`config.mk`:
```
export PLATFORM = sky130hd
export DESIGN_NAME = divider_and_reloading_timer
export DESIGN_NICKNAME = d
export VERILOG_FILES = /design/src/rtl/core/dart_pkg.sv /design/src/rtl/core/dart_step.sv /design/src/rtl/core/divider_and_reloading_timer.sv
export SDC_FILE = /design/constraint.sdc
export NUM_CORES = 1
export LEC_CHECK = 0
export BUFFER_PORTS_ARGS = -buffer_cell sky130_fd_sc_hd__buf_2
export CAP_MARGIN = 0
export CELL_PAD_IN_SITES_DETAIL_PLACEMENT = 0
export CELL_PAD_IN_SITES_GLOBAL_PLACEMENT = 1
export CORE_MARGIN = 2
export CORE_UTILIZATION = 41
export CTS_CLUSTER_SIZE = 20
export DETAILED_ROUTE_END_ITERATION = 8
export GPL_ROUTABILITY_DRIVEN = 0
export PLACE_DENSITY = 0.82
export SETUP_SLACK_MARGIN = 0.15
export SLEW_MARGIN = 10
export SYNTH_ARGS = -nofsm -noshare
export SYNTH_HDL_FRONTEND = slang
export SYNTH_HIERARCHICAL = 1
export SYNTH_SLANG_ARGS = --single-unit
```
`constraint.sdc`:
```
create_clock -name clk -period 2.7 [get_ports clk]
set_input_delay 0.135 -clock clk [delete_from_list [all_inputs] [get_ports clk]]
set_output_delay 0.135 -clock clk [all_outputs]
set_load 0.05 [all_outputs]
```
`src/rtl/core/dart_pkg.sv`:
```
package dart_pkg;

  typedef enum logic [1:0] {
    FUNC_TICK  = 2'd0,
    FUNC_READ  = 2'd1,
    FUNC_WRITE = 2'd2
  } func_t;

  typedef enum logic [1:0] {
    ST_IDLE,
    ST_RUN,
    ST_DONE
  } state_t;

  localparam logic [15:0] ADDR_DIV = 16'hFF04;
  localparam logic [15:0] ADDR_CNT = 16'hFF05;
  localparam logic [15:0] ADDR_MOD = 16'hFF06;
  localparam logic [15:0] ADDR_CTL = 16'hFF07;

  localparam logic [7:0] CTL_READ_SET = 8'hF8;
  localparam int         CTL_EN_BIT   = 2;
  localparam logic [7:0] CNT_MAX      = 8'hFF;

  localparam int SUB_W = 11;

  typedef struct packed {
    logic             more;
    logic [SUB_W-1:0] sub;
    logic [7:0]       cnt;
    logic             wrap;
  } step_t;

  function automatic logic [SUB_W-1:0] period_of(input logic [1:0] sel);
    logic [SUB_W-1:0] p;
    unique case (sel)
      2'd1:    p = 11'd16;
      2'd2:    p = 11'd64;
      2'd3:    p = 11'd256;
      default: p = 11'd1024;
    endcase
    return p;
  endfunction

endpackage

```
`src/rtl/core/dart_step.sv`:
```
module dart_step (
  input  logic [dart_pkg::SUB_W-1:0] sub,
  input  logic [1:0]                 period_sel,
  input  logic [7:0]                 cnt,
  input  logic [7:0]                 modulo,
  output dart_pkg::step_t            step
);

  logic [dart_pkg::SUB_W-1:0] period;

  // one period drained per use: compare, subtract and counter bump
  always_comb begin
    period    = dart_pkg::period_of(period_sel);
    step.more = (sub >= period);
    step.sub  = sub - period;
    step.wrap = (cnt == dart_pkg::CNT_MAX);
    step.cnt  = step.wrap ? modulo : cnt + 8'd1;
  end

endmodule

```
`src/rtl/core/divider_and_reloading_timer.sv`:
```
// Four-register timer (divider 0xFF04, counter 0xFF05, modulo 0xFF06, control 0xFF07)
// driven by request items on the input stream: tick, bus read or bus write. One
// request is in flight at a time. A read or write, or a tick with the counter
// disabled, goes from acceptance (idle) to the hand-off to the output register (done)
// before the next request can be taken; the hand-off waits for the output register to
// be free. An enabled tick first runs N counter increments in the run state: a
// single shared compare/subtract/increment unit drains one timer period per cycle,
// and a final step finds the sub-count below a period. N is at most 16 for the
// largest tick at the shortest period, and up to 79 right after the period is
// shortened with a large held sub-count. The result register lets the next request
// be accepted while the previous result is still waiting.
module divider_and_reloading_timer #(
  parameter int TICK_BITS = 8
) (
  input  logic        clk,
  input  logic        rst_n,
  input  logic        in_tvalid,
  output logic        in_tready,
  input  logic [31:0] in_tdata,   // addr[15:0], write_data[23:16], tick_cycles[31:24]
  input  logic [1:0]  in_tuser,   // func[1:0]
  output logic        out_tvalid,
  input  logic        out_tready,
  output logic [15:0] out_tdata   // read_data[7:0], timer_irq[8], zero[15:9]
);

  localparam int UsedBits = (TICK_BITS < 8) ? TICK_BITS : 8;

  dart_pkg::state_t state_r, state_nxt;

  logic [7:0]  div_r, div_nxt;
  logic [7:0]  div_sub_r, div_sub_nxt;
  logic [7:0]  cnt_r, cnt_nxt;
  logic [7:0]  mod_r, mod_nxt;
  logic [2:0]  ctl_r, ctl_nxt;
  logic [9:0]  cnt_sub_r, cnt_sub_nxt;
  logic [dart_pkg::SUB_W-1:0] sub_r, sub_nxt;
  logic        irq_r, irq_nxt;
  logic [7:0]  rd_r, rd_nxt;
  logic        out_valid_r, out_valid_nxt;
  logic [15:0] out_data_r, out_data_nxt;

  logic [15:0]         addr;
  logic [7:0]          wdata;
  logic [UsedBits-1:0] cyc;
  logic [8:0]          div_acc;
  logic                accept;
  dart_pkg::step_t     step;

  assign addr  = in_tdata[15:0];
  assign wdata = in_tdata[23:16];
  assign cyc   = in_tdata[24 +: UsedBits];

  assign in_tready  = (state_r == dart_pkg::ST_IDLE);
  assign accept     = in_tvalid && in_tready;
  assign out_tvalid = out_valid_r;
  assign out_tdata  = out_data_r;

  dart_step u_step (
    .sub        (sub_r),
    .period_sel (ctl_r[1:0]),
    .cnt        (cnt_r),
    .modulo     (mod_r),
    .step       (step)
  );

  always_comb begin
    state_nxt     = state_r;
    div_nxt       = div_r;
    div_sub_nxt   = div_sub_r;
    cnt_nxt       = cnt_r;
    mod_nxt       = mod_r;
    ctl_nxt       = ctl_r;
    cnt_sub_nxt   = cnt_sub_r;
    sub_nxt       = sub_r;
    irq_nxt       = irq_r;
    rd_nxt        = rd_r;
    out_data_nxt  = out_data_r;
    out_valid_nxt = out_valid_r && !out_tready;
    div_acc       = 9'(div_sub_r) + 9'(cyc);

    unique case (state_r)
      dart_pkg::ST_IDLE: begin
        if (accept) begin
          irq_nxt   = 1'b0;
          rd_nxt    = 8'd0;
          state_nxt = dart_pkg::ST_DONE;
          unique case (in_tuser)
            dart_pkg::FUNC_TICK: begin
              div_nxt     = div_r + 8'(div_acc[8]);
              div_sub_nxt = div_acc[7:0];
              if (ctl_r[dart_pkg::CTL_EN_BIT]) begin
                sub_nxt   = 11'(cnt_sub_r) + 11'(cyc);
                state_nxt = dart_pkg::ST_RUN;
              end
            end
            dart_pkg::FUNC_READ: begin
              priority if (addr == dart_pkg::ADDR_DIV) rd_nxt = div_r;
              else if (addr == dart_pkg::ADDR_CNT) rd_nxt = cnt_r;
              else if (addr == dart_pkg::ADDR_MOD) rd_nxt = mod_r;
              else if (addr == dart_pkg::ADDR_CTL) rd_nxt = {5'd0, ctl_r} | dart_pkg::CTL_READ_SET;
              else rd_nxt = 8'd0;
            end
            dart_pkg::FUNC_WRITE: begin
              priority if (addr == dart_pkg::ADDR_DIV) begin
                div_nxt     = 8'd0;
                div_sub_nxt = 8'd0;
              end else if (addr == dart_pkg::ADDR_CNT) begin
                cnt_nxt = wdata;
              end else if (addr == dart_pkg::ADDR_MOD) begin
                mod_nxt = wdata;
              end else if (addr == dart_pkg::ADDR_CTL) begin
                ctl_nxt = wdata[2:0];
              end else begin
                ctl_nxt = ctl_r;
              end
            end
            default: begin
              rd_nxt = 8'd0;
            end
          endcase
        end
      end
      dart_pkg::ST_RUN: begin
        if (step.more) begin
          sub_nxt = step.sub;
          cnt_nxt = step.cnt;
          irq_nxt = irq_r | step.wrap;
        end else begin
          cnt_sub_nxt = sub_r[9:0];
          state_nxt   = dart_pkg::ST_DONE;
        end
      end
      dart_pkg::ST_DONE: begin
        if (!out_valid_r || out_tready) begin
          out_valid_nxt = 1'b1;
          out_data_nxt  = {7'd0, irq_r, rd_r};
          state_nxt     = dart_pkg::ST_IDLE;
        end
      end
      default: begin
        state_nxt = dart_pkg::ST_IDLE;
      end
    endcase
  end

  always_ff @(posedge clk) begin
    if (!rst_n) begin
      state_r     <= dart_pkg::ST_IDLE;
      div_r       <= 8'd0;
      div_sub_r   <= 8'd0;
      cnt_r       <= 8'd0;
      mod_r       <= 8'd0;
      ctl_r       <= 3'd0;
      cnt_sub_r   <= 10'd0;
      irq_r       <= 1'b0;
      out_valid_r <= 1'b0;
    end else begin
      state_r     <= state_nxt;
      div_r       <= div_nxt;
      div_sub_r   <= div_sub_nxt;
      cnt_r       <= cnt_nxt;
      mod_r       <= mod_nxt;
      ctl_r       <= ctl_nxt;
      cnt_sub_r   <= cnt_sub_nxt;
      irq_r       <= irq_nxt;
      out_valid_r <= out_valid_nxt;
    end
  end

  always_ff @(posedge clk) begin
    sub_r      <= sub_nxt;
    rd_r       <= rd_nxt;
    out_data_r <= out_data_nxt;
  end

endmodule

```
==> results.cfg <==
[critical_path]
path_class = flip-flop to flip-flop
ff2ff_path_depth = 12
critical_path.max_fanout = 3
setup.worst_path.end_class = flip-flop
cp.required_ps = 2960
arrival_ps = 2720
cp-start-kind = flip-flop

[sta]
slew_headroom_pct = 51.3
period_share_pct = 90.9
final-hold-violation-count = 0
skew_ps = 7.03
finalSetupViolations = 0
rsz0062_at_grt = false
tightestPinTransition_ps = 728
fmax_mhz = 407
slew_viol_final = 0
timing.final.crit_period_ps = 2450
finalSetupTns_ps = 0

[route]
drt-wirelength-per-cell_um = 16.0
drtIter0Drc = 216
route.detailed.drc = 0
route.vias.total = 3743
ant_nets = 0
drt_first_pass_iters = 4
drt_wl_total_um = 10800
routed_via_density = 5.55

[global_route]
grt_pass1_wl_um = 17600
grt_max_degree = 32
antenna_found_initial = 0
grtUsageMet1_pct = 26.4
grt_pass1_vias = 3456
use_met2_pct = 29.4
busiest_layer = met2
gr-total-overflow = 0
grt_util_met3_pct = 2.82
track_usage_pct = 19.0

[logic_synthesis]
yosys.area.top_type_share_pct = 21.2
yosysMostFrequentCell = nand2_1
yosys.area.top_type = dfxtp_1
ys_warn_count = 6
syn_avg_cell_area_um2 = 9.56
synthArstFlopShare_pct = 0
syn_area_um2 = 4620
yosysSeqAreaShare_pct = 39.5
synth_edf_count = 28
synthTopCellsByArea = dfxtp_1, edfxtp_1, ha_1, mux2i_1, nand2_1
ys_ff_latch = 77
netlist_instances = 483
synth_ff_type = dfxtp_1
synth.distinct_cells = 60
synthTopCellsByCount = nand2_1, dfxtp_1, o21ai_0, edfxtp_1

[worst_hold_path]
hp-class = primary input to flip-flop
holdPathStages = 3

[final_layout]
regArea_um2 = 1820
drive_gt1_share_pct = 20.4
fin_util_pct = 48.8
fin_cells = 674
num_antenna_cells = 0
fin_nets = 593
fin_area_um2 = 5340
area_growth_pct = 15.6
multi_input_area_um2 = 2640
nFillCells = 1034

[clock_tree]
cts_root_buf = clkbuf_16
cts_tree = yes
insertion_delay_ps = 330
h-tree-depth = 3
clock-sinks = 77
cts.reportedPaths.clkPinSlew_ps = 60
numCtsBuffers = 9
clockBufferDepth = 2

[floorplanning]
dieWidth_um = 110
dieArea_um2 = 12100
initial_core_util_pct = 42.2
std_cell_rows = 38
pin_count = 56
core-area_um2 = 10900
die_h_um = 110

[power]
p_per_area_nw_per_um2 = 482
p_leak_nw = 2.11
irDropWorstVdd_uv = 220
total_power_mw = 2.57

[placed_design]
post-place-cells = 655
placed_area_um2 = 4960
port-buffer-count = 48
dp_hpwl_um = 8160

[outcome]
status = finished clean

[run]
cap_violations = 0
[critical path: stages (launching register included)]
cell	delay, ps
dfxtp_2	330
ha_2	190
inv_1	60
fa_2	340
nand2b_4	170
a21oi_4	120
o21ai_1	100
a21oi_1	150
a211o_1	210
ha_4	170
nand4_1	90
or3_1	320
a21oi_1	140
[state kept, by name (all words and copies together) (netlist names)]
name	cells
cnt_sub_r	10
mod_r	8
irq_r	1
state_r	2
sub_r	11
div_sub_r	8
div_r	8
out_tvalid	1
rd_r	8
cnt_r	8
out_tdata	9
ctl_r	3
[metal layers]
metal	up-vias	part of all wire, %
met1	1768	49
li1	1842	-
met3	14	5.0
met4	0	1.7
met5	-	0
met2	119	44
[placed cells by master (no fill, tap or decap), types with 11 or more instances in the layout]
master / Yosys / layout
dfxtp_1: 49 / 48
a21oi_1: 19 / 15
nor2_1: 15 / 15
buf_4: 11 / 14
xor2_1: 11 / 11
inv_1: 20 / 20
edfxtp_1: 28 / 28
buf_2: 2 / 48
a21boi_0: 14 / 14
o21ai_0: 31 / 30
nor2b_1: 20 / 19
ha_1: 24 / 21
mux2i_1: 24 / 24
nand2_1: 53 / 53
[power breakdown]
| group | leakage, nW | internal [mW] | switching (mW) |
|---|---|---|---|
| Clock | 0.129 | 0.625 | 0.478 |
| Sequential | 0.664 | 1.22 | 0.00616 |
| Combinational | 1.32 | 0.0831 | 0.160 |
[logic make-up after synthesis]
kind of cell | synth area share, %
AND/OR/NAND/NOR | 18.3
AO/OA/AOI/OAI | 17.1
flip-flops | 39.5
buffers and inverters | 5.58
multiplexers | 8.70
adder cells (fa/ha/maj) | 7.37
XOR/XNOR | 3.41
other | 0.0812
[layout make-up]
type,count,area share (%)
well taps,140,3.28
flip-flops and latches,77,34.1
clock inverters,7,0.961
inverters,20,1.41
repair buffers,62,6.47
multi-input cells,359,49.5
clock buffers,9,4.22
[path summary, 6_finish.rpt]
path	slack (ps)	start	end
worst min-delay path	80	in_tdata[20]	mod_r[4]
worst min register to register	420	rd_r[4]	out_tdata[4]
worst max-delay path	250	div_sub_r[0]	div_r[3]
worst max register to register	250	div_sub_r[0]	div_r[3]
[through the flow]
| step | hold WS [ps] | setup slack [ps] |
|---|---|---|
| global route | 91.6 | 123 |
| detailed placement | 405 | 105 |
| CTS | 75.9 | 150 |
| finish | 79.0 | 245 |
| global placement | 403 | 161 |
| floorplan | 301 | 274 |
[repair_timing]
item	in CTS	in global routing
hold buffers	0	0
setup buffers	0	3
pin swaps	0	3
endpoints found under the setup margin	5	38
resized for setup	4	14
(Power assumes the default switching activity.)
